### src/rmm_pkg.sv
// ----------------------------------------------------------------------------
// rmm_pkg
// Shared types, field layout and helpers for the range min/max segment tree.
// ----------------------------------------------------------------------------
`default_nettype none

package rmm_pkg;

   localparam int unsigned LEAF_COUNT_DEF = 1024;

   localparam int unsigned FUNC_W  = 2;
   localparam int unsigned INDEX_W = 10;
   localparam int unsigned VALUE_W = 30;

   // request tdata layout, lowest bit first
   localparam int unsigned LEFT_LSB  = 0;
   localparam int unsigned RIGHT_LSB = LEFT_LSB + INDEX_W;
   localparam int unsigned VALUE_LSB = RIGHT_LSB + INDEX_W;
   localparam int unsigned REQ_BITS  = VALUE_LSB + VALUE_W;
   localparam int unsigned REQ_W     = ((REQ_BITS + 7) / 8) * 8;

   // response tdata layout, lowest bit first
   localparam int unsigned RSP_BITS = 2 * VALUE_W;
   localparam int unsigned RSP_W    = ((RSP_BITS + 7) / 8) * 8;

   localparam logic [VALUE_W-1:0] MIN_IDENTITY = VALUE_W'(1000000000);
   localparam logic [VALUE_W-1:0] MAX_IDENTITY = '0;

   typedef enum logic [FUNC_W-1:0] {
      FUNC_WRITE = 2'd0,
      FUNC_BUILD = 2'd1,
      FUNC_QUERY = 2'd2
   } func_type;

   typedef enum logic [2:0] {
      ST_CLEAR,
      ST_IDLE,
      ST_BUILD_RD,
      ST_BUILD_WR,
      ST_QUERY,
      ST_QUERY_LAST,
      ST_RESULT
   } seq_state_type;

   typedef struct packed {
      logic [VALUE_W-1:0] max_val;
      logic [VALUE_W-1:0] min_val;
   } node_type;

   typedef struct packed {
      logic init;     // reset the accumulator to the identity pair
      logic take_a;   // read port a issued a node to fold next cycle
      logic take_b;   // read port b issued a node to fold next cycle
      logic load;     // move the accumulator into the response register
   } fold_ctrl_type;

   localparam node_type NODE_IDENTITY = '{max_val: MAX_IDENTITY, min_val: MIN_IDENTITY};

   function automatic node_type node_merge(input node_type a, input node_type b);
      node_type r;
      r.min_val = (a.min_val < b.min_val) ? a.min_val : b.min_val;
      r.max_val = (a.max_val > b.max_val) ? a.max_val : b.max_val;
      return r;
   endfunction

endpackage

`default_nettype wire

### src/rmm_seq.sv
// ----------------------------------------------------------------------------
// rmm_seq
// Sequencer: clearing pass, leaf writes, bottom-up build and the query walk.
// ----------------------------------------------------------------------------
`default_nettype none

module rmm_seq #(
   parameter int unsigned LEAF_COUNT = rmm_pkg::LEAF_COUNT_DEF
) (
   input  wire logic                               clock,
   input  wire logic                               reset,
   input  wire logic                               req_tvalid,
   output logic                                    req_tready,
   input  wire logic [rmm_pkg::REQ_W-1:0]          req_tdata,
   input  wire logic [rmm_pkg::FUNC_W-1:0]         req_tuser,
   output logic                                    wr_en,
   output logic [$clog2(2*LEAF_COUNT)-1:0]         wr_addr,
   output rmm_pkg::node_type                       wr_data,
   output logic [$clog2(2*LEAF_COUNT)-1:0]         rd_addr_a,
   output logic [$clog2(2*LEAF_COUNT)-1:0]         rd_addr_b,
   input  wire rmm_pkg::node_type                  rd_data_a,
   input  wire rmm_pkg::node_type                  rd_data_b,
   output rmm_pkg::fold_ctrl_type                  fold_ctrl,
   input  wire logic                               out_free
);
   import rmm_pkg::*;

   localparam int unsigned LEAF_W    = $clog2(LEAF_COUNT);
   localparam int unsigned NODE_W    = LEAF_W + 1;
   localparam int unsigned NODE_LAST = 2 * LEAF_COUNT - 1;

   seq_state_type state_ff, state_in;
   logic [NODE_W-1:0] clr_ff, clr_in;
   logic [LEAF_W-1:0] build_ff, build_in;
   logic [NODE_W-1:0] node_a_ff, node_a_in;
   logic [NODE_W-1:0] node_b_ff, node_b_in;

   func_type           func;
   logic [INDEX_W-1:0] left_idx;
   logic [INDEX_W-1:0] right_idx;
   logic [VALUE_W-1:0] leaf_val;
   logic [VALUE_W-1:0] leaf_sat;
   logic               accept;
   logic               left_ok;
   logic               q_empty;
   logic [31:0]        hi_leaf;
   logic [NODE_W-1:0]  lo_node;
   logic [NODE_W-1:0]  hi_node;
   logic               clr_done;
   logic               walk_on;
   logic [NODE_W:0]    a_inc;
   logic [NODE_W-1:0]  b_dec;
   logic [NODE_W-1:0]  a_up;
   logic [NODE_W-1:0]  b_up;

   // request decode
   always_comb begin
      func      = func_type'(req_tuser);
      left_idx  = req_tdata[LEFT_LSB +: INDEX_W];
      right_idx = req_tdata[RIGHT_LSB +: INDEX_W];
      leaf_val  = req_tdata[VALUE_LSB +: VALUE_W];
      leaf_sat  = (leaf_val > MIN_IDENTITY) ? MIN_IDENTITY : leaf_val;
      accept    = req_tvalid && req_tready;
      left_ok   = 32'(left_idx) < 32'(LEAF_COUNT);
      // query end saturates to the last leaf
      hi_leaf   = (32'(right_idx) >= 32'(LEAF_COUNT)) ? 32'(LEAF_COUNT - 1) : 32'(right_idx);
      q_empty   = 32'(left_idx) > hi_leaf;
      lo_node   = NODE_W'(32'(LEAF_COUNT) + 32'(left_idx));
      hi_node   = NODE_W'(32'(LEAF_COUNT) + hi_leaf);
   end

   // one tree level per step: take the odd left and even right boundary nodes
   always_comb begin
      walk_on  = node_a_ff < node_b_ff;
      a_inc    = {1'b0, node_a_ff} + (NODE_W + 1)'(node_a_ff[0]);
      b_dec    = node_b_ff - NODE_W'(!node_b_ff[0]);
      a_up     = a_inc[NODE_W:1];
      b_up     = {1'b0, b_dec[NODE_W-1:1]};
      clr_done = clr_ff == NODE_W'(NODE_LAST);
   end

   // next state
   always_comb begin
      state_in = state_ff;
      case (state_ff)
         ST_CLEAR: begin
            if (clr_done) begin
               state_in = ST_IDLE;
            end
         end
         ST_IDLE: begin
            if (accept) begin
               case (func)
                  FUNC_BUILD: state_in = ST_BUILD_RD;
                  FUNC_QUERY: state_in = q_empty ? ST_RESULT : ST_QUERY;
                  default:    state_in = ST_IDLE;
               endcase
            end
         end
         ST_BUILD_RD:   state_in = ST_BUILD_WR;
         ST_BUILD_WR:   state_in = (build_ff == LEAF_W'(1)) ? ST_IDLE : ST_BUILD_RD;
         ST_QUERY:      state_in = walk_on ? ST_QUERY : ST_QUERY_LAST;
         ST_QUERY_LAST: state_in = ST_RESULT;
         ST_RESULT: begin
            if (out_free) begin
               state_in = ST_IDLE;
            end
         end
         default:       state_in = ST_IDLE;
      endcase
   end

   // outputs
   always_comb begin
      req_tready = state_ff == ST_IDLE;
      wr_en      = 1'b0;
      wr_addr    = lo_node;
      wr_data    = '{max_val: leaf_sat, min_val: leaf_sat};
      rd_addr_a  = node_a_ff;
      rd_addr_b  = node_b_ff;
      fold_ctrl  = '0;
      case (state_ff)
         ST_CLEAR: begin
            wr_en   = 1'b1;
            wr_addr = clr_ff;
            wr_data = NODE_IDENTITY;
         end
         ST_IDLE: begin
            wr_en          = accept && (func == FUNC_WRITE) && left_ok;
            fold_ctrl.init = accept && (func == FUNC_QUERY);
         end
         ST_BUILD_RD: begin
            rd_addr_a = {build_ff, 1'b0};
            rd_addr_b = {build_ff, 1'b1};
         end
         ST_BUILD_WR: begin
            wr_en   = 1'b1;
            wr_addr = {1'b0, build_ff};
            wr_data = node_merge(rd_data_a, rd_data_b);
         end
         ST_QUERY: begin
            // once the bounds meet, port a fetches the shared node
            fold_ctrl.take_a = walk_on ? node_a_ff[0] : (node_a_ff == node_b_ff);
            fold_ctrl.take_b = walk_on && !node_b_ff[0];
         end
         ST_RESULT: begin
            fold_ctrl.load = out_free;
         end
         default: begin
            wr_en = 1'b0;
         end
      endcase
   end

   // datapath registers
   always_comb begin
      clr_in    = (state_ff == ST_CLEAR) ? clr_ff + NODE_W'(1) : clr_ff;
      build_in  = build_ff;
      node_a_in = node_a_ff;
      node_b_in = node_b_ff;
      if (state_ff == ST_IDLE && accept) begin
         build_in  = LEAF_W'(LEAF_COUNT - 1);
         node_a_in = lo_node;
         node_b_in = hi_node;
      end else if (state_ff == ST_BUILD_WR) begin
         build_in = build_ff - LEAF_W'(1);
      end else if (state_ff == ST_QUERY && walk_on) begin
         node_a_in = a_up;
         node_b_in = b_up;
      end
   end

   always_ff @(posedge clock) begin
      if (reset) begin
         state_ff <= ST_CLEAR;
         clr_ff   <= '0;
      end else begin
         state_ff <= state_in;
         clr_ff   <= clr_in;
      end
      build_ff  <= build_in;
      node_a_ff <= node_a_in;
      node_b_ff <= node_b_in;
   end

endmodule

`default_nettype wire

### config.mk
export PLATFORM = sky130hd
export DESIGN_NAME = rmm_seq
export DESIGN_NICKNAME = d
export VERILOG_FILES = /design/src/rmm_pkg.sv /design/src/rmm_seq.sv
export SDC_FILE = /design/constraint.sdc
export NUM_CORES = 1
export LEC_CHECK = 0
export CAP_MARGIN = 20
export CELL_PAD_IN_SITES_DETAIL_PLACEMENT = 1
export CELL_PAD_IN_SITES_GLOBAL_PLACEMENT = 1
export CORE_UTILIZATION = 44
export CTS_BUF_LIST = sky130_fd_sc_hd__clkbuf_4 sky130_fd_sc_hd__clkbuf_8 sky130_fd_sc_hd__clkbuf_16
export DETAILED_ROUTE_END_ITERATION = 10
export DONT_BUFFER_PORTS = 1
export GPL_ROUTABILITY_DRIVEN = 0
export PLACE_DENSITY_LB_ADDON = 0.08
export RECOVER_POWER = 50
export SYNTH_ARGS = -nofsm -noshare
export SYNTH_HDL_FRONTEND = slang
export SYNTH_SLANG_ARGS = --single-unit
### constraint.sdc
create_clock -name clock -period 3.2 [get_ports clock]
set_clock_uncertainty 0.2 [all_clocks]
set_input_delay 0.32 -clock clock [delete_from_list [all_inputs] [get_ports clock]]
set_output_delay 0.32 -clock clock [all_outputs]
set_load 0.02 [all_outputs]
# Yosys cells after proc, flatten, opt, wreduce, memory -nomap -nowiden
# Index checks and enable logic that the tools add are counted.
word_totals:
  register_bits: 46
  latch_bits: 0
  ramBits: 0
  mem_bits_ro: 0
  inputBits: 182
  out_inout_bits: 99
  wordCells: 70
  n_memories: 0
op_classes:
  addsub: 6
  multipliers: 0
  div_mod_pow: 0
  order_cmp: 5
  eq_ne: 15
  shifts: 0
  mux: 26
  bitwise: 0
  reduce_logical: 13
op_table:
  columns: ["op", "n"]
  rows:
  - ["60-bit case mux with 2 select lines", 1]
  - ["30-bit two-way mux", 3]
  - ["11-bit two-way mux", 8]
  - ["30-bit greater-than comparator", 1]
  - ["30-bit greater-than comparator (second input constant)", 1]
  - ["30-bit < comparator", 1]
  - ["11-bit by 10-bit adder with 11-bit output (first input constant)", 2]
  - ["11-bit case mux with 2 select lines", 1]
  - ["3-bit case mux with 7 select lines", 1]
  - ["11-bit by 1-bit adder with 12-bit output", 1]
  - ["11-bit by 1-bit adder with 11-bit output (second input constant)", 1]
  - ["11-bit equality test", 1]
  - ["11-bit equality test (second input constant)", 1]
  - ["11-bit < comparator", 1]
  - ["11-bit by 1-bit subtractor with 11-bit output", 1]
  - ["10-bit by 1-bit equality test with 1-bit output (second input constant)", 1]
  - ["10-bit greater-than comparator", 1]
  - ["10-bit by 1-bit subtractor with 10-bit output (second input constant)", 1]
  - ["3-bit equality test (second input constant)", 3]
  - ["3-bit two-way mux", 3]
  - ["3-bit by 2-bit equality test with 1-bit output (second input constant)", 2]
  - ["1-bit logical AND", 6]
  - ["2-bit two-way mux", 3]
  - ["2-bit inequality test (second input constant)", 3]
  - ["other kinds (14)", 17]

# Depth between registers and ports, before layout
# Gate-level depths: netlist (run 1).
depth:
  ltp_word: 5
  mapped_depth: 10
  ltp_nobuf: 9

# Least setup slack after synthesis (run 1)
# No wires, ideal clock.
synth_path:
  path_type: "input -> output"
  startpoint: "input port rd_data_b[17] (netlist bit)"
  endpoint: "output port wr_data[0] (netlist bit)"
  arrival_ps: 2339
  required_time_ps: 2680
  setup_slack_ps: 341
  path_stages: 10
  path_buffers: 1
  cell_sequence: "inv_1 > ha_1 > a21oi_1 > o21ai_1 > a221oi_1 > o211ai_1 > a21oi_1 > clkbuf_1 > mux2i_1 > o2bb2ai_1"
synth_lines:
  columns: ["item", "line", "rtl"]
  rows:
  - ["start: declaration", "rmm_seq.sv:22", "input wire rmm_pkg::node_type rd_data_b,"]
  - ["end: declaration", "rmm_seq.sv:18", "output rmm_pkg::node_type wr_data,"]

==> results of run 1 <==
metrics by stage:
stage                     cell area, sq um  std cells  power (mW)  utilization  hold slack (ps)
final                                 6910       1022        1.62        0.514             8.12
after floorplan                       6150        810       0.940            -              189
after global routing                  6910       1022        1.70        0.514             20.1
after global placement                6690       1006        1.02        0.497              191
after detailed placement              6690       1006        1.04        0.497              195
after CTS                             6860       1015        1.61        0.510             7.57
cells by family (layout without fill, tap and decap cells):
family / count (synthesis) / in the layout
compound gates: 207 / 207
xor+xnor: 32 / 32
flops: 46 / 46
buf+inv: 126 / 162
simple gates: 250 / 250
mux: 61 / 61
fa+ha+maj: 88 / 88
cell usage in the layout (no fill, tap or decap), types with 22 or more instances in the layout:
master	count
a21oi_1	41
buf_4	57
dfxtp_1	24
edfxtp_1	22
ha_1	88
inv_1	89
mux2i_1	61
nand2_1	123
nor2_1	40
o21ai_0	41
o21ai_1	30
o2bb2ai_1	32
area by class of cell:
| type | instances | area, sq um |
|---|---|---|
| well taps | 176 | 220 |
| inverters | 90 | 338 |
| clock buffers | 7 | 153 |
| fillers | 1694 | 6540 |
| flip-flops and latches | 46 | 1140 |
| repair buffers | 64 | 510 |
| multi-input cells | 638 | 4540 |
| clock inverters | 1 | 8.76 |
worst max path at each step:
stage / from / endpoint / cells past startpoint
3_5_place_dp: rd_data_b[49] / wr_data[52] / 10
4_1_cts: rd_data_b[49] / wr_data[52] / 10
6_report: node_b_ff[2] / fold_ctrl[1] / 9
5_1_grt: rd_data_b[34] / wr_data[54] / 11
3_3_place_gp: rd_data_b[46] / wr_data[52] / 10
2_1_floorplan: rd_data_b[17] / wr_data[0] / 10
what timing repair did:
action | 4_1_cts | 5_1_grt
setup buffers | 0 | 7
setup endpoints to repair | 0 | 22
endpoints found under the hold margin | 14 | 0
resized for setup | 0 | 4
hold buffers | 1 | 0
per-layer routing:
layer / vias to the layer above / wire, microns / share of wire
met2: 244 / 12800 / 0.54
met5: - / 0 / 0
met4: 0 / 1180 / 0.050
met1: 3046 / 8080 / 0.34
li1: 2961 / - / -
met3: 67 / 1720 / 0.072
worst max-delay path: cells and delay by family (launching register included):
kind	cells	cell delay, ps
adders and majority gates	1	260
and+or+nand+nor	3	670
buffers and inverters	1	160
AOI/OAI and AO/OA	4	700
DFF	1	440
report_power, final:
group          leakage (nW)  switching [mW]  internal (mW)
logic                  2.81           0.223          0.210
registers             0.393         0.00526          0.614
clock network        0.0801           0.238          0.334
registers in the layout, summed over array words and instances, names as in the netlist:
register	flops
clr_ff	11
node_b_ff	11
node_a_ff	11
state_ff	3
build_ff	10
==> flow_summary.yaml, run 1 <==
grt:
  use_met2: 0.633
  busiest_layer: "met2"
  grt_pass1_wl_microns: 36200
  grtUsageMet3: 0.0774
  grt_pass1_vias: 6754
  grt_max_degree: 50
  grtUsageMet1: 0.312
  antenna_found_initial: 0
  gr-total-overflow: 0
  grt_usage: 0.323
synthesis:
  synth_ff_type: "dfxtp_1"
  ys_seq_elements: 46
  synth.area.mux_share: 0.0992
  synth-simple-area-share: 0.190
  synth_cells: 810
  synth_area_sq_um: 6150
  synth.avg_cell_area_sq_um: 7.60
  synth_edf_count: 22
  synth_fa_ha_area_frac: 0.179
  ys_seq_area_frac: 0.185
  synth_compound_area_frac: 0.219
  synth.largest_area_cell: "ha_1"
  yosysWarnings: 0
  synth_common_cells: "nand2_1, inv_1, ha_1"
  ys_types: 57
  synth_top_family_by_area: "compound AO/OA/AOI/OAI gates"
  synth.area.top_cells: "ha_1, edfxtp_1, mux2i_1, dfxtp_1, nand2_1"
  async_reset_ff_frac: 0
  synth_xor_area_frac: 0.0456
  synth_most_common_cell: "nand2_1"
  syn-num-nets: 1080
  yosys.area.top_type_share: 0.179
worst_hold_path:
  hold_path_class: "in -> reg"
  hold_path_depth: 2
  whs_endpoint: "node_a_ff[6]"
  hold_start: "req_tdata[6]"
layout:
  syn_to_final_growth_pct: 12.3
  drive_above_1_share: 0.0946
  final_net_count: 1115
  antenna_cells: 0
drt:
  wl_per_cell_microns: 23.2
  dr.pass1.iters: 5
  drt_iter0_drc: 268
  ant_nets: 0
  wirelength_microns: 23700
  detail_route.vias_per_cell: 6.18
  drcViolationCount: 0
  num_vias: 6318
sta:
  setup_viol: 0
  slew-limit-headroom: 0.396
  finalCritPeriodShare: 0.952
  max_freq_ghz: 0.328
  setup_tns_ps: 0
  rsz0062_at_grt: "no"
  post-route-min-period_ps: 3050
  hold_viol_final: 0
  setup_ws_ps: 153
  tightest_slew_ps: 900
  slew_viol_final: 0
setup_path:
  critPathLaunchType: "flip-flop"
  crit_type: "reg -> out"
  crit_path_end_kind: "output port"
  reg2reg_to: "node_a_ff[1]"
  critPathRequiredTime_ps: 2680
  cp_slowest_stage_delay_ps: 440
  crit_fanout: 4
  r2r-start: "node_b_ff[2]"
  ff2ff_path_depth: 10
  crit_arrival_ps: 2530
  reg2reg_slack_ps: 320
  path_cells: "inv_1, ha_1, a21o_1, a21oi_1, nor2b_1, o31ai_1, a31oi_1, or2_0, nor2_1"
  slowest_stage: "edfxtp_1"
clock_tree:
  clock_sinks: 46
  h-tree-depth: 2
  clock_latency_ps: 290
  cts_tree: "done"
  cts.reportedPaths.clkPinSlew_ps: 70
  clock_path_buffers: 2
  cts_made_buffers: 5
  clock-root-buffer: "clkbuf_16"
power_and_ir_drop:
  power.leakage_nw: 3.28
  p_per_area_nw_per_um2: 235
  ir_drop_v: 0.000247
place:
  post-place-ws_ps: 57.8
  port_buffers: 0
  dp_hpwl_microns: 19800
floorplanning:
  initial_utilization: 0.457
  rows: 42
  die_y_microns: 120
  fp.coreArea_sq_um: 13500
  die_w_microns: 120
  die_area_sq_um: 14500
  ios: 281
status:
  outcome: "completed"
flow_run:
  drv_cap: 0
(Power assumes the default switching activity.)
==> run 2: changes to the inputs <==
Settings changed: CORE_ASPECT_RATIO from default to 0.5, CORE_UTILIZATION 44 to 25, SKIP_CTS_REPAIR_TIMING from default to 1.
==> flow_summary.yaml, run 2 (synthesized netlist as in run 1, its figures left out) <==
status:
  outcome: "finished with violations"
  violations: "hold timing"
flow_run:
  drv_cap: 0
power_and_ir_drop:
  power.leakage_nw: 3.36
  pwr-share-clk: 0.353
  ir_drop_v: 0.000183
  p_switching_mw: 0.480
  comb_power_share: 0.268
  pwr-share-seq: 0.379
  swShare: 0.293
  p_per_area_nw_per_um2: 225
  intPower_mw: 1.16
layout:
  drive_above_1_share: 0.107
  final_cell_area_sq_um: 7250
  final_cell_mix: "nand2_1, inv_1, ha_1, buf_4, mux2i_1"
  final_net_count: 1129
  syn_to_final_growth_pct: 17.9
  reg_top3: "clr_ff: 11 flops, node_a_ff: 11 flops, node_b_ff: 11 flops"
  antenna_cells: 0
  nFillCells: 2896
  final_util: 0.301
  layout_commonest_cell: "nand2_1"
grt:
  grt_max_degree: 35
  antenna_found_initial: 0
  grt_pass1_wl_microns: 38600
  gr-total-overflow: 0
  grt_usage: 0.203
  grt_pass1_vias: 6365
setup_path:
  crit_path_end_kind: "output port"
  reg2reg_to: "state_ff[1]"
  crit_arrival_ps: 2500
  ff2ff_path_depth: 6
  startpoint: "node_b_ff[2]"
  crit_type: "reg -> out"
  reg2reg_slack_ps: 300
  crit_end: "fold_ctrl[2]"
  crit_fanout: 4
  critPathRequiredTime_ps: 2680
  r2r-start: "build_ff[4]"
  critPathLaunchType: "flip-flop"
drt:
  drcViolationCount: 0
  drt_iter0_drc: 206
  wirelength_microns: 26100
  dr.pass1.iters: 4
  detail_route.vias_per_cell: 5.10
  ant_nets: 0
  wl_per_cell_microns: 21.8
  num_vias: 6103
sta:
  hold_viol_final: 1
  setup_ws_ps: 176
  post-route-min-period_ps: 3020
  rsz0062_at_grt: "no"
  holdWs_ps: -0.411
  slew-limit-headroom: 0.418
  tightest_slew_ps: 873
  slew_viol_final: 0
  max_freq_ghz: 0.331
  setup_viol: 0
  finalCritPeriodShare: 0.945
  setup_tns_ps: 0
clock_tree:
  cts_tree: "done"
  clock_sinks: 46
  clock_latency_ps: 300
  cts_made_buffers: 5
  cts.reportedPaths.clkPinSlew_ps: 70
  clock_path_buffers: 2
  clock-root-buffer: "clkbuf_16"
  h-tree-depth: 2
place:
  place_area_sq_um: 7090
  dp_hpwl_microns: 22200
  post-place-ws_ps: 98.8
  port_buffers: 0
floorplanning:
  die_w_microns: 224
  ios: 281
  rows: 40
  die_area_sq_um: 25300
  fp.coreArea_sq_um: 24100
  initial_utilization: 0.256
  die_y_microns: 113
worst_hold_path:
  hold_path_class: "in -> reg"
## run 2: cell type report
cell class	count	area [sq um]	area share
Tap cell	336	420	0.0580
Inverter	90	338	0.0466
Sequential cell	46	1140	0.157
Clock buffer	6	150	0.0207
Multi-Input combinational cell	638	4560	0.628
Timing Repair Buffer	78	638	0.0880
Clock inverter	2	10.0	0.00138
## run 2: how the worst min path moves through the flow
stage / end / start / cells past startpoint
3_5_place_dp: clr_ff[10] / reset / 1
5_1_grt: state_ff[1] / reset / 2
2_1_floorplan: clr_ff[1] / reset / 1
4_1_cts: state_ff[2] / reset / 1
6_report: state_ff[1] / reset / 2
3_3_place_gp: clr_ff[1] / reset / 1
## run 2: metrics by stage
| step | power (mW) | std cells | hold WS [ps] |
|---|---|---|---|
| after floorplan | 0.940 | 810 | 189 |
| after global placement | 1.06 | 1187 | 192 |
| after detailed placement | 1.07 | 1187 | 196 |
| after CTS | 1.66 | 1195 | -130 |
| after global routing | 1.73 | 1196 | 0.562 |
| final | 1.63 | 1196 | -0.411 |
## run 2: power by group through the flow
| stage | Sequential, mW | Clock [mW] | Combinational, mW |
|---|---|---|---|
| 2_1_floorplan | 0.631 | 0 | 0.309 |
| 3_3_place_gp | 0.632 | 0 | 0.432 |
| 3_5_place_dp | 0.632 | 0 | 0.437 |
| 4_1_cts | 0.619 | 0.605 | 0.441 |
| 5_1_grt | 0.619 | 0.623 | 0.492 |
| 6_report | 0.619 | 0.577 | 0.439 |
## run 2: worst max-delay path: stages (launching register included)
cell      delay, ps
edfxtp_1        440
inv_2           130
ha_1            250
a21o_1          160
a21oi_1         140
nor2b_1          80
o31ai_2         260
a31oi_2         170
mux2i_1         150
nor2_1          420
## run 2: layer usage
layer / vias up / GRT usage / part of all wire / wire length (microns)
met3: 18 / 0.0356 / 0.048 / 1240
li1: 3004 / - / - / -
met4: 0 / 0.0425 / 0.012 / 307
met5: - / 0 / 0 / 0
met1: 2931 / 0.242 / 0.43 / 11300
met2: 150 / 0.379 / 0.51 / 13200
