===== config.mk =====
export PLATFORM = sky130hd
export DESIGN_NAME = rmm_fold
export DESIGN_NICKNAME = d
export VERILOG_FILES = /design/src/rmm_pkg.sv /design/src/rmm_fold.sv
export SDC_FILE = /design/constraint.sdc
export NUM_CORES = 1
export LEC_CHECK = 0
export BUFFER_PORTS_ARGS = -buffer_cell sky130_fd_sc_hd__buf_4
export CAP_MARGIN = 20
export CORE_ASPECT_RATIO = 0.7
export CORE_MARGIN = 1
export CORE_UTILIZATION = 50
export CTS_CLUSTER_DIAMETER = 150
export CTS_CLUSTER_SIZE = 10
export DETAILED_ROUTE_END_ITERATION = 16
export PLACE_DENSITY = 0.8
export SYNTH_ARGS = -nofsm -noshare
export SYNTH_HDL_FRONTEND = slang
export SYNTH_SLANG_ARGS = --single-unit

===== constraint.sdc =====
create_clock -name clock -period 11.5 [get_ports clock]
set_input_delay 1.725 -clock clock [delete_from_list [all_inputs] [get_ports clock]]
set_output_delay 1.725 -clock clock [all_outputs]
set_load 0.05 [all_outputs]

===== src/rmm_pkg.sv =====
// ----------------------------------------------------------------------------
// rmm_pkg
// Shared types, field layout and helpers for the range min/max segment tree.
// ----------------------------------------------------------------------------
`default_nettype none

package rmm_pkg;

   localparam int unsigned LEAF_COUNT_DEF = 1024;

   localparam int unsigned FUNC_W  = 2;
   localparam int unsigned INDEX_W = 10;
   localparam int unsigned VALUE_W = 30;

   // request tdata layout, lowest bit first
   localparam int unsigned LEFT_LSB  = 0;
   localparam int unsigned RIGHT_LSB = LEFT_LSB + INDEX_W;
   localparam int unsigned VALUE_LSB = RIGHT_LSB + INDEX_W;
   localparam int unsigned REQ_BITS  = VALUE_LSB + VALUE_W;
   localparam int unsigned REQ_W     = ((REQ_BITS + 7) / 8) * 8;

   // response tdata layout, lowest bit first
   localparam int unsigned RSP_BITS = 2 * VALUE_W;
   localparam int unsigned RSP_W    = ((RSP_BITS + 7) / 8) * 8;

   localparam logic [VALUE_W-1:0] MIN_IDENTITY = VALUE_W'(1000000000);
   localparam logic [VALUE_W-1:0] MAX_IDENTITY = '0;

   typedef enum logic [FUNC_W-1:0] {
      FUNC_WRITE = 2'd0,
      FUNC_BUILD = 2'd1,
      FUNC_QUERY = 2'd2
   } func_type;

   typedef enum logic [2:0] {
      ST_CLEAR,
      ST_IDLE,
      ST_BUILD_RD,
      ST_BUILD_WR,
      ST_QUERY,
      ST_QUERY_LAST,
      ST_RESULT
   } seq_state_type;

   typedef struct packed {
      logic [VALUE_W-1:0] max_val;
      logic [VALUE_W-1:0] min_val;
   } node_type;

   typedef struct packed {
      logic init;     // reset the accumulator to the identity pair
      logic take_a;   // read port a issued a node to fold next cycle
      logic take_b;   // read port b issued a node to fold next cycle
      logic load;     // move the accumulator into the response register
   } fold_ctrl_type;

   localparam node_type NODE_IDENTITY = '{max_val: MAX_IDENTITY, min_val: MIN_IDENTITY};

   function automatic node_type node_merge(input node_type a, input node_type b);
      node_type r;
      r.min_val = (a.min_val < b.min_val) ? a.min_val : b.min_val;
      r.max_val = (a.max_val > b.max_val) ? a.max_val : b.max_val;
      return r;
   endfunction

endpackage

`default_nettype wire


===== src/rmm_fold.sv =====
// ----------------------------------------------------------------------------
// rmm_fold
// Folds query nodes into a running min/max pair and holds the response.
// ----------------------------------------------------------------------------
`default_nettype none

module rmm_fold (
   input  wire logic                          clock,
   input  wire logic                          reset,
   input  wire rmm_pkg::fold_ctrl_type        ctrl,
   input  wire rmm_pkg::node_type             rd_data_a,
   input  wire rmm_pkg::node_type             rd_data_b,
   output logic                               out_free,
   output logic                               rsp_tvalid,
   input  wire logic                          rsp_tready,
   output logic [rmm_pkg::RSP_W-1:0]          rsp_tdata   // range_min, range_max
);
   import rmm_pkg::*;

   logic     take_a_ff, take_a_in;
   logic     take_b_ff, take_b_in;
   node_type acc_ff, acc_in;
   logic     rsp_valid_ff, rsp_valid_in;
   logic [RSP_W-1:0] rsp_data_ff, rsp_data_in;

   assign out_free = !rsp_valid_ff || rsp_tready;

   always_comb begin
      take_a_in = ctrl.take_a;
      take_b_in = ctrl.take_b;

      acc_in = acc_ff;
      if (take_a_ff) begin
         acc_in = node_merge(acc_in, rd_data_a);
      end
      if (take_b_ff) begin
         acc_in = node_merge(acc_in, rd_data_b);
      end
      if (ctrl.init) begin
         acc_in = NODE_IDENTITY;
      end

      rsp_valid_in = rsp_valid_ff;
      rsp_data_in  = rsp_data_ff;
      if (ctrl.load) begin
         rsp_valid_in = 1'b1;
         rsp_data_in  = RSP_W'({acc_ff.max_val, acc_ff.min_val});
      end else if (rsp_tready) begin
         rsp_valid_in = 1'b0;
      end
   end

   always_ff @(posedge clock) begin
      if (reset) begin
         take_a_ff    <= 1'b0;
         take_b_ff    <= 1'b0;
         rsp_valid_ff <= 1'b0;
      end else begin
         take_a_ff    <= take_a_in;
         take_b_ff    <= take_b_in;
         rsp_valid_ff <= rsp_valid_in;
      end
      acc_ff      <= acc_in;
      rsp_data_ff <= rsp_data_in;
   end

   assign rsp_tvalid = rsp_valid_ff;
   assign rsp_tdata  = rsp_data_ff;

endmodule

`default_nettype wire


Word-level counts from Yosys, hierarchy flattened. Cells that the tools add are included.

Bits in registers: 123. Logic and storage cells: 21.

Magnitude comparators: 4. Multiplexer cells: 8. Reduce and logical (&&, ||, !) cells: 3.

Operators with widths (count): 2-to-1 mux 30 bit (4); 2-to-1 mux 60 bit (2); > comparator 30 bit (2); less-than comparator 30 bit (2); 2-to-1 mux 1 bit (2); nonzero test 2 bit (1); zero test 1 bit (1); logical OR 1 bit (1).

Logic depth before layout (Yosys ltp). Gate-level depths: netlist of run 1.

Word-level depth: 6. Mapped depth: 21.

Worst setup path before layout of run 1. No wires, ideal clock.

Path kind: input -> register. Start: in rd_data_a[23] (netlist bit). End: reg acc_ff[15] (netlist bit). Arrival time: 6.180 ns. Setup slack: 5.186 ns. Cell stages on the path: 20. Cell sequence: inv_1 > ha_1 > a21o_1 > a221o_1 > a22o_1 > nor3_1 > buf_2 > buf_2 > mux2_2 > ha_1 > nand2_1 > a2bb2oi_1 > a21oi_1 > o31a_1 > or4_4 > or4_4 > buf_6 > buf_6 > a211oi_2 > a31oi_1.

Cells in the longest elaborated chain, start to end: 6.

RTL lines: start: declaration (RTL line rmm_fold.sv:11) `input wire rmm_pkg::node_type rd_data_a,`; less-than comparator 30 bit (RTL line rmm_pkg.sv:61) `r.min_val = (a.min_val < b.min_val) ? a.min_val : b.min_val;`; 2-to-1 mux 30 bit (*) (RTL line rmm_pkg.sv:61); 2-to-1 mux 60 bit (*) (RTL line rmm_fold.sv:33) `if (take_a_ff) begin`; less-than comparator 30 bit (RTL line rmm_pkg.sv:61); 2-to-1 mux 30 bit (RTL line rmm_pkg.sv:61); 2-to-1 mux 60 bit (*) (RTL line rmm_fold.sv:36) `if (take_b_ff) begin`; end signal: assignment (RTL line rmm_fold.sv:63) `acc_ff <= acc_in;`; end: declaration (RTL line rmm_fold.sv:22) `node_type acc_ff, acc_in;`.

Mark *: on every way between the ends. The rest lies on a longest branch, timed or not. A chain may end at the register's enable or synchronous reset.

Worst setup path after layout of run 1.
Start: in rd_data_a[23] (netlist bit). End: reg acc_ff[0] (netlist bit).

The elaborated chain is that of the path after synthesis.

==> qor.csv, run 1 <==
metric,value,unit
NumNets Final,1204,
R2R Path End,acc_ff[0],
Leakage Power,0.00515,uW
max-cap violation count,0,
DRC,0,
average routed wire per standard cell,18.5,um
vias per cell,5.70,
CP max FO,19,
Starting Density,51.5,%
Root Buffer,clkbuf_16,
# port buffers,188,
hold path startpoint,acc_ff[0],
Layout area overhead,27.2,%
Pre-antenna DRT Iters,5,
worst vdd ir,98.1,uV
Setup TNS,0,ps
final setup vio count,0,
vias after detailed routing,6685,
Yosys warning count,0,
Worst setup EP type,flop,
R2R depth,17,
Required @ worst endpoint,11800,ps
DRT antenna net count,0,
Total Power,1600,uW
core area,0.0155,mm^2
Core Rows,38,
final HPWL from detailed placement,16.3,mm
first-pass GRT wire length,34.0,mm
Fin. Hold Viols,0,
"EDFF count, synth",60,
min cycle time layout,7050,ps
Post-Syn Area per Cell,10.3,um^2
CTS tree,done,
hold bufs inserted after CTS,0,
number of global-route vias before repair,6401,
antenna diode count,0,
final period utilization,61.3,%
Skew-Pair Late Insertion Delay,420,ps
Worst slew margin,36.2,%
final WL,21.6,mm
hold endpoint,rsp_tdata[0],
final instance area,0.0102,mm^2
ys flop type,dfxtp_1,
critical path startpoint category,primary input,
Max Fclk,142,MHz
RSZ-0062 raised after global routing,false,
Gate Count Post-Synth,777,
DIE AREA,0.0165,mm^2
largest net degree at the start of global routing,62,
PwrDens,157,mW/mm^2
TritonCTS Buffers,17,
async set-reset flop share out of synthesis,0,%
CTS Sinks,123,
fin. max-slew vios,0,
GRT Total Usage,26.7,%
CTS resizes,0,
Hold Path Class,flop to flop,
Synth Cell Area,0.00800,mm^2
CTS HTree Levels,4,
outcome,completed,
R2R Setup Slk,5550,ps
worst hold stages,0,
post-placement cell area,0.00956,mm^2
Die W,153,um
final weighted congestion in routability-driven placement,0.885,
initial antenna violation count,0,
sequential share of the synthesized area,38.3,%
worst reg2reg startpoint,acc_ff[23],
worst-margin pin slew,951,ps
WHS,440,ps
setup bufs post-CTS,0,
share of cells above drive strength 1,31.2,%
# IOs,193,
Max Root-Sink Buffers,2,
Overflow after GRT,0,
clk slew on worst S/H paths,60,ps
"flops & latches, synth",123,
Worst Skew,16.1,ps
Die H,108,um
initial detailed-routing violation count,517,
Setup CP Type,primary input to flop,
Crit path arrival time,7360,ps
"Distinct cells, synth",53,
-- layout make-up --
type                            count  area [um^2]
Fill cell                        1250         5370
Multi-Input combinational cell    499         4330
Sequential cell                   123         3060
Timing Repair Buffer              195         1470
Inverter                          123          462
Clock buffer                       18          429
Tap cell                          200          250
Clock inverter                     14          171
-- Yosys cell counts, types with 5 or more instances --
| cell | n | share of area [%] |
|---|---|---|
| nand2_1 | 16 | 0.75 |
| o211a_1 | 29 | 3.6 |
| dfxtp_1 | 63 | 16 |
| nand4_1 | 20 | 1.6 |
| a31oi_1 | 13 | 1.0 |
| o21a_1 | 9 | 0.84 |
| nor3_1 | 8 | 0.50 |
| a21o_1 | 47 | 4.4 |
| a211oi_1 | 23 | 2.2 |
| edfxtp_1 | 60 | 23 |
| a21oi_1 | 53 | 3.3 |
| mux2_2 | 58 | 8.2 |
| a211oi_2 | 9 | 1.4 |
| buf_2 | 5 | 0.31 |
| ha_1 | 118 | 18 |
| nand2b_1 | 11 | 0.86 |
| o21ai_0 | 16 | 1.0 |
| nand3_1 | 7 | 0.44 |
| nor2_1 | 10 | 0.47 |
| nor2b_1 | 6 | 0.47 |
| inv_1 | 122 | 5.7 |
| clkbuf_1 | 24 | 1.1 |
-- worst max-delay path: stages --
cell	delay [ps]
buf_4	90
inv_1	40
ha_1	300
a21o_1	180
a221o_1	350
a22o_1	290
nor3_2	770
buf_4	430
mux2_2	390
ha_1	290
a21o_1	160
a21o_1	160
a21oi_1	250
o31ai_1	120
or4_4	510
nor4_1	460
nor2_2	260
buf_4	260
o311a_1	290
-- worst max path at each step --
stage	slack, ps	startpoint	cells after the start	endpoint
2_1_floorplan	5190	rd_data_a[23]	20	acc_ff[15]
3_3_place_gp	4300	rd_data_a[23]	19	acc_ff[0]
3_5_place_dp	4090	rd_data_a[23]	19	acc_ff[0]
4_1_cts	4520	rd_data_a[23]	19	acc_ff[0]
5_1_grt	4160	rd_data_a[11]	20	acc_ff[0]
6_report	4450	rd_data_a[23]	19	acc_ff[0]
-- registers in the layout, summed over array words and instances (netlist names) --
| name | cells |
|---|---|
| acc_ff | 60 |
| rsp_tdata | 60 |
| rsp_tvalid | 1 |
| take_a_ff | 1 |
| take_b_ff | 1 |
-- logic make-up after synthesis --
logic type,share of synthesized area [%]
DFF,38.3
buffers and inverters,7.87
adders and majority gates,18.5
AOI/OAI and AO/OA,20.6
other,0.0469
muxes,8.29
and+or+nand+nor,6.49
-- report_power, final --
part | switching [uW] | internal (uW) | total (uW) | leakage [uW]
Sequential | 33.0 | 520 | 553 | 0.00110
Combinational | 283 | 206 | 489 | 0.00377
Clock | 213 | 342 | 554 | 0.000275
-- metal layers --
layer	track usage, %	vias to the layer above	routed length (um)	part of all wire (%)
met4	7.36	0	297	1.4
met5	0	-	0	0
li1	-	3234	-	-
met2	38.2	297	8860	41
met3	6.40	29	1800	8.3
met1	39.6	3125	10700	49
-- cells in the final DEF (no fill, tap or decap), drive strengths merged, types with 13 or more instances in the layout --
cell / count
buf: 195
a21oi: 54
dfxtp: 63
edfxtp: 60
clkbuf: 18
ha: 118
a21o: 47
o21ai: 17
o211a: 29
a211oi: 32
mux2: 58
inv: 124
a31oi: 13
nand4: 20
nand2: 16
-- per-stage QoR --
| stage | cells | worst slack [ps] | utilization [%] |
|---|---|---|---|
| after detailed placement | 1139 | 4090 | 61.5 |
| after CTS | 1171 | 4520 | 65.4 |
| after global routing | 1172 | 4160 | 65.5 |
| final | 1172 | 4450 | 65.5 |
| after floorplan | 780 | 5190 | - |
| after global placement | 1139 | 4300 | 61.5 |
No activity file was read; power rests on OpenSTA's default activity.
==> inputs of run 2 (changes only) <==
--- a/config.mk
+++ b/config.mk
@@ -9,11 +9,11 @@
 export CAP_MARGIN = 20
 export CORE_ASPECT_RATIO = 0.7
 export CORE_MARGIN = 1
-export CORE_UTILIZATION = 50
+export CORE_UTILIZATION = 49
 export CTS_CLUSTER_DIAMETER = 150
 export CTS_CLUSTER_SIZE = 10
 export DETAILED_ROUTE_END_ITERATION = 16
-export PLACE_DENSITY = 0.8
+export PLACE_DENSITY = 0.82
 export SYNTH_ARGS = -nofsm -noshare
 export SYNTH_HDL_FRONTEND = slang
 export SYNTH_SLANG_ARGS = --single-unit
==> constraint.sdc (replaced) <==
create_clock -name clock -period 5.7 [get_ports clock]
set_input_delay 0.855 -clock clock [delete_from_list [all_inputs] [get_ports clock]]
set_output_delay 0.855 -clock clock [all_outputs]
set_load 0.05 [all_outputs]
==> run 2 against run 1 <==
Compared with the run above: clock power increased by 100%; non-clock buffer count increased by 19; worst setup slack got worse by 4100 ps; largest power group unchanged.
==> qor.csv, run 2 (same netlist as run 1, synthesis figures left out) <==
metric,value,unit,change
outcome,completed,,unchanged
post-placement cell count,1179,,was 1139
share of cells above drive strength 1,32.3,%,was 31.2%
Core Rows,38,,unchanged
Int Pwr,2210,uW,was 1070 uW
worst-margin pin slew,879,ps,was 951 ps
final weighted congestion in routability-driven placement,0.874,,was 0.885
Max Root-Sink Buffers,2,,unchanged
NumNets Final,1223,,was 1204
largest net degree at the start of global routing,62,,unchanged
global routing usage on met3,4.01,%,was 6.40%
final HPWL from detailed placement,16.9,mm,was 16.3 mm
initial detailed-routing violation count,435,,was 517
Register Area,0.00306,mm^2,unchanged
min cycle time layout,5390,ps,
worst vdd ir,194,uV,was 98.1 uV
# port buffers,188,,unchanged
PwrDens,313,mW/mm^2,was 157 mW/mm^2
clk slew on worst S/H paths,60,ps,about the same
Crit path largest cell delay,670,ps,was 770 ps
sequential power share,34.3,%,was 34.6%
Required @ worst endpoint,6000,ps,was 11800 ps
max-cap violation count,0,,unchanged
clock share of power,34.7,%,about the same
vias after detailed routing,6655,,was 6685
Leakage Power,0.00527,uW,was 0.00515 uW
met2 Usage GRT,38.9,%,was 38.2%
number of fill cells,1221,,was 1250
non-filler instance count after layout,1211,,was 1172
Setup CP Type,primary input to flop,,unchanged
fin. max-slew vios,0,,unchanged
Skew-Pair Late Insertion Delay,400,ps,was 420 ps
slowest CP cell,or4_1,,was nor3_2
Overflow after GRT,0,,unchanged
CP max FO,12,,was 19
critical path startpoint category,primary input,,unchanged
CTS HTree Levels,4,,unchanged
antenna diode count,0,,unchanged
Die W,155,um,was 153 um
hold bufs inserted after CTS,0,,unchanged
Max Fclk,186,MHz,
Fin. Hold Viols,0,,unchanged
initial antenna violation count,0,,unchanged
Comb pwr share,31.0,%,was 30.7%
GRT Total Usage,26.3,%,was 26.7%
Root Buffer,clkbuf_16,,unchanged
first-pass GRT wire length,34.1,mm,was 34.0 mm
core area,0.0157,mm^2,was 0.0155 mm^2
"Most Used Layer, Global Route",met1,,unchanged
DRC,0,,unchanged
final period utilization,94.5,%,
TritonCTS Buffers,17,,unchanged
DRT antenna net count,0,,unchanged
Crit path arrival time,5690,ps,was 7360 ps
Starting Density,50.8,%,was 51.5%
Layout area overhead,29.8,%,was 27.2%
most frequent cells in the layout,"buf_4 (211), inv_1 (122), ha_1 (118)",,"was buf_4 (194), inv_1 (122), ha_1 (118)"
Pre-antenna DRT Iters,5,,unchanged
CP most frequent cell,buf_4,,
Multi-input gate area,0.00434,mm^2,was 0.00433 mm^2
met1 global-route usage,39.5,%,was 39.6%
CTS tree,done,,unchanged
Psw,1040,uW,was 529 uW
Die H,109,um,was 108 um
RSZ-0062 raised after global routing,false,,unchanged
Worst setup EP type,flop,,unchanged
CTS Sinks,123,,unchanged
"most common cell after layout, fill and taps aside",buf_4,,unchanged
worst path cell trace,buf_4 -> inv_1 -> ha_1 -> nand4_1 -> or4_1 -> a211oi_2 -> nor3_2 -> buf_4 -> mux2_2 -> ha_1 -> a21o_1 -> a21o_1 -> a21oi_1 -> o31ai_1 -> or4_4 -> buf_4 -> nor4_1 -> buf_4 -> nor2_2 -> buf_12 -> a211oi_1,,was buf_4 -> inv_1 -> ha_1 -> a21o_1 -> a221o_1 -> a22o_1 -> nor3_2 -> buf_4 -> mux2_2 -> ha_1 -> a21o_1 -> a21o_1 -> a21oi_1 -> o31ai_1 -> or4_4 -> nor4_1 -> nor2_2 -> buf_4 -> o311a_1
# IOs,193,,unchanged
Setup TNS,0,ps,unchanged
average routed wire per standard cell,17.9,um,was 18.5 um
DIE AREA,0.0168,mm^2,was 0.0165 mm^2
Worst slew margin,41.4,%,was 36.2%
Worst Skew,11.1,ps,was 16.1 ps
vias per cell,5.50,,was 5.70
Hold Path Class,flop to flop,,unchanged
number of global-route vias before repair,6504,,was 6401
final WL,21.7,mm,was 21.6 mm
final setup vio count,0,,unchanged
Sw Share,32.0,%,was 33.1%
==> run 2: layout make-up <==
type | count | area share [%]
well taps | 220 | 2.65
clock buffers | 18 | 4.13
inverters | 123 | 4.45
repair buffers | 214 | 15.8
multi-input cells | 499 | 41.7
flip-flops and latches | 123 | 29.5
clock inverters | 14 | 1.71
==> run 2: layer usage <==
metal  up-vias  share of wire [%]
met5         -                  0
met2       238                 42
li1       3268                  -
met4         0                1.2
met1      3126                 52
met3        23                5.1
==> run 2: power groups by stage <==
stage	Combinational [uW]	Sequential, uW	Clock, uW
floorplan	523	1260	0
global placement	971	1130	0
detailed placement	995	1130	0
CTS	1000	1120	1140
global route	1100	1130	1180
finish	1010	1120	1130
==> run 2: final timing paths <==
| path | from | end | slack, ps | depth (start not counted) |
|---|---|---|---|---|
| worst max-delay path | rd_data_a[20] | acc_ff[4] | 310 | 21 |
| worst min-delay path | acc_ff[41] | rsp_tdata[41] | 460 | 0 |
| worst max register to register | acc_ff[20] | acc_ff[4] | 540 | 19 |
| worst min register to register | acc_ff[41] | rsp_tdata[41] | 460 | 0 |
==> run 2: worst max-delay path, delay by kind of cell <==
| family | cells | cell delay (ps) |
|---|---|---|
| compound gates | 6 | 1370 |
| fa+ha+maj | 2 | 590 |
| buf+inv | 6 | 830 |
| mux | 1 | 310 |
| simple gates | 6 | 1720 |
==> run 2: repair_timing <==
action,CTS,global route
setup endpoints to repair,0,7
gates resized for setup,0,1
setup buffers,0,0
==> run 2: stage by stage <==
stage	utilization [%]	total power [uW]	setup WS [ps]	hold WS (ps)	instance area (um^2)
6_report	66.0	3250	312	458	10400
5_1_grt	66.0	3410	56.5	468	10400
4_1_cts	66.0	3260	319	457	10400
3_5_place_dp	62.1	2130	-13.5	442	9770
3_3_place_gp	62.1	2100	63.1	444	9770
2_1_floorplan	-	1790	256	413	8010
==> inputs of run 3 (changes only) <==
--- a/config.mk
+++ b/config.mk
@@ -8,12 +8,13 @@
 export BUFFER_PORTS_ARGS = -buffer_cell sky130_fd_sc_hd__buf_4
 export CAP_MARGIN = 20
 export CORE_ASPECT_RATIO = 0.7
-export CORE_MARGIN = 1
+export CORE_MARGIN = 1.5
 export CORE_UTILIZATION = 49
 export CTS_CLUSTER_DIAMETER = 150
 export CTS_CLUSTER_SIZE = 10
 export DETAILED_ROUTE_END_ITERATION = 16
 export PLACE_DENSITY = 0.82
+export RECOVER_POWER = 100
 export SYNTH_ARGS = -nofsm -noshare
 export SYNTH_HDL_FRONTEND = slang
 export SYNTH_SLANG_ARGS = --single-unit
==> run 3 against run 2 <==
Compared with the run above: the run now ends with max-capacitance violations, max-slew violations left; count of clock-buffer cells in the layout up 1; register-to-register slack worse by 70 ps; combinational power about the same; global-route usage down 0.052 points; total power down 0.70%; fmax down 0.60%; core utilization down 1.6 points; critical path depth down 2; sequential cell count unchanged; wire length up 1.9%; hold slack worse by 2.5 ps; critical path type unchanged.
==> qor.csv, run 3 (same netlist as run 1, synthesis figures left out) <==
metric,value,unit,change
Max Fclk,184,MHz,was 186 MHz
fin. max-slew vios,62,,was 0
Die H,110,um,was 109 um
failing checks,"max-capacitance violations, max-slew violations",,
NumNets Final,1224,,was 1223
Max Root-Sink Buffers,2,,unchanged
# IOs,193,,unchanged
worst-margin pin slew,3610,ps,was 879 ps
initial detailed-routing violation count,514,,was 435
GRT Total Usage,26.3,%,about the same
DRT antenna net count,0,,unchanged
critical path startpoint category,primary input,,unchanged
PwrDens,319,mW/mm^2,was 313 mW/mm^2
Worst slew margin,-140,%,was 41.4%
Worst setup EP type,flop,,unchanged
Starting Density,50.8,%,unchanged
Layout area overhead,26.6,%,was 29.8%
Hold Path Class,flop to flop,,unchanged
Die W,156,um,was 155 um
CP max FO,20,,was 12
core area,0.0157,mm^2,unchanged
TritonCTS Buffers,17,,unchanged
Overflow after GRT,0,,unchanged
clk slew on worst S/H paths,50,ps,was 60 ps
Fin. Hold Viols,0,,unchanged
outcome,finished with violations,,was completed
Core Rows,38,,unchanged
Crit path arrival time,5700,ps,was 5690 ps
max-cap violation count,1,,was 0
DIE AREA,0.0171,mm^2,was 0.0168 mm^2
min cycle time layout,5420,ps,was 5390 ps
final period utilization,95.1,%,was 94.5%
first-pass GRT wire length,34.1,mm,about the same
final instance area,0.0101,mm^2,was 0.0104 mm^2
worst vdd ir,209,uV,was 194 uV
initial antenna violation count,0,,unchanged
antenna diode count,0,,unchanged
CTS tree,done,,unchanged
Root Buffer,clkbuf_16,,unchanged
final HPWL from detailed placement,16.9,mm,about the same
Worst Skew,6.57,ps,was 11.1 ps
Pre-antenna DRT Iters,5,,unchanged
post-placement cell area,0.00979,mm^2,was 0.00977 mm^2
Setup CP Type,primary input to flop,,unchanged
number of global-route vias before repair,6565,,was 6504
final WL,22.1,mm,was 21.7 mm
CTS HTree Levels,4,,unchanged
final weighted congestion in routability-driven placement,0.891,,was 0.874
final setup vio count,0,,unchanged
"most common cell after layout, fill and taps aside",buf_4,,unchanged
Leakage Power,0.00503,uW,was 0.00527 uW
number of fill cells,1318,,was 1221
Finished Core Util,64.4,%,was 66.0%
share of cells above drive strength 1,24.9,%,was 32.3%
DRC,0,,unchanged
CTS Sinks,123,,unchanged
RSZ-0062 raised after global routing,false,,unchanged
Required @ worst endpoint,5980,ps,was 6000 ps
Skew-Pair Late Insertion Delay,420,ps,was 400 ps
# port buffers,188,,unchanged
vias per cell,5.56,,was 5.50
most frequent cells in the layout,"buf_4 (136), inv_1 (122), ha_1 (118)",,"was buf_4 (211), inv_1 (122), ha_1 (118)"
average routed wire per standard cell,18.3,um,was 17.9 um
vias after detailed routing,6740,,was 6655
largest net degree at the start of global routing,62,,unchanged
## run 3: changes by cell type in the layout (fill, tap and decap cells not counted), sizes merged
cell and change:
clkbuf +74, buf -72, clkinv -1
## run 3: routing by layer
| layer | GRT usage [%] | part of all wire (%) |
|---|---|---|
| met1 | 38.4 | 49 |
| met2 | 38.3 | 42 |
| met3 | 5.83 | 6.9 |
| met4 | 8.71 | 1.6 |
| met5 | 0 | 0 |
## run 3: worst paths after layout
path                                 endpoint  slack [ps]  cells past startpoint           from
worst min register to register  rsp_tdata[28]         460                      0     acc_ff[28]
worst max register to register     acc_ff[20]         470                     17     acc_ff[20]
worst max-delay path               acc_ff[20]         280                     19  rd_data_a[20]
worst min-delay path            rsp_tdata[28]         460                      0     acc_ff[28]
## run 3: where the power goes
part | internal [uW] | switching [uW]
Combinational | 399 | 579
Sequential | 1050 | 66.0
Clock | 727 | 409
Total | 2180 | 1050
## run 3: final cells by class
class	instances	area [um^2]	area share, %
multi-input combinational	499	4310	42.6
tap	220	275	2.72
clock inverter	13	176	1.74
clock buffer	19	433	4.27
sequential	123	3060	30.2
inverter	123	462	4.56
timing repair buffer	215	1410	13.9
## run 3: stage by stage
step	setup TNS [ps]	power [uW]	std cells	hold slack [ps]	setup WS [ps]
floorplan	0	1790	780	413	256
global placement	0	2110	1179	441	33.9
detailed placement	-1760	2130	1179	444	-102
CTS	0	3270	1211	457	286
global route	0	3380	1212	466	46.3
finish	0	3230	1212	456	280
## run 3: what timing repair did
item                       CTS  global route
setup endpoints to repair    0            12
buffers inserted             0             1
gates resized for setup      0             3
hold buffers                 0             0
## run 3: worst max-delay path, stage by stage
cell and delay [ps]:
buf_4 80, inv_1 30, ha_1 310, nand4_1 140, or4_1 640, a211oi_1 420, nor3_2 100, buf_6 170
mux2_1 340, ha_1 300, a21o_1 160, a21o_1 160, a21oi_1 240, o31ai_1 120, or4_4 480, or4_4 550
buf_4 240, a211oi_1 260, a31oi_1 70
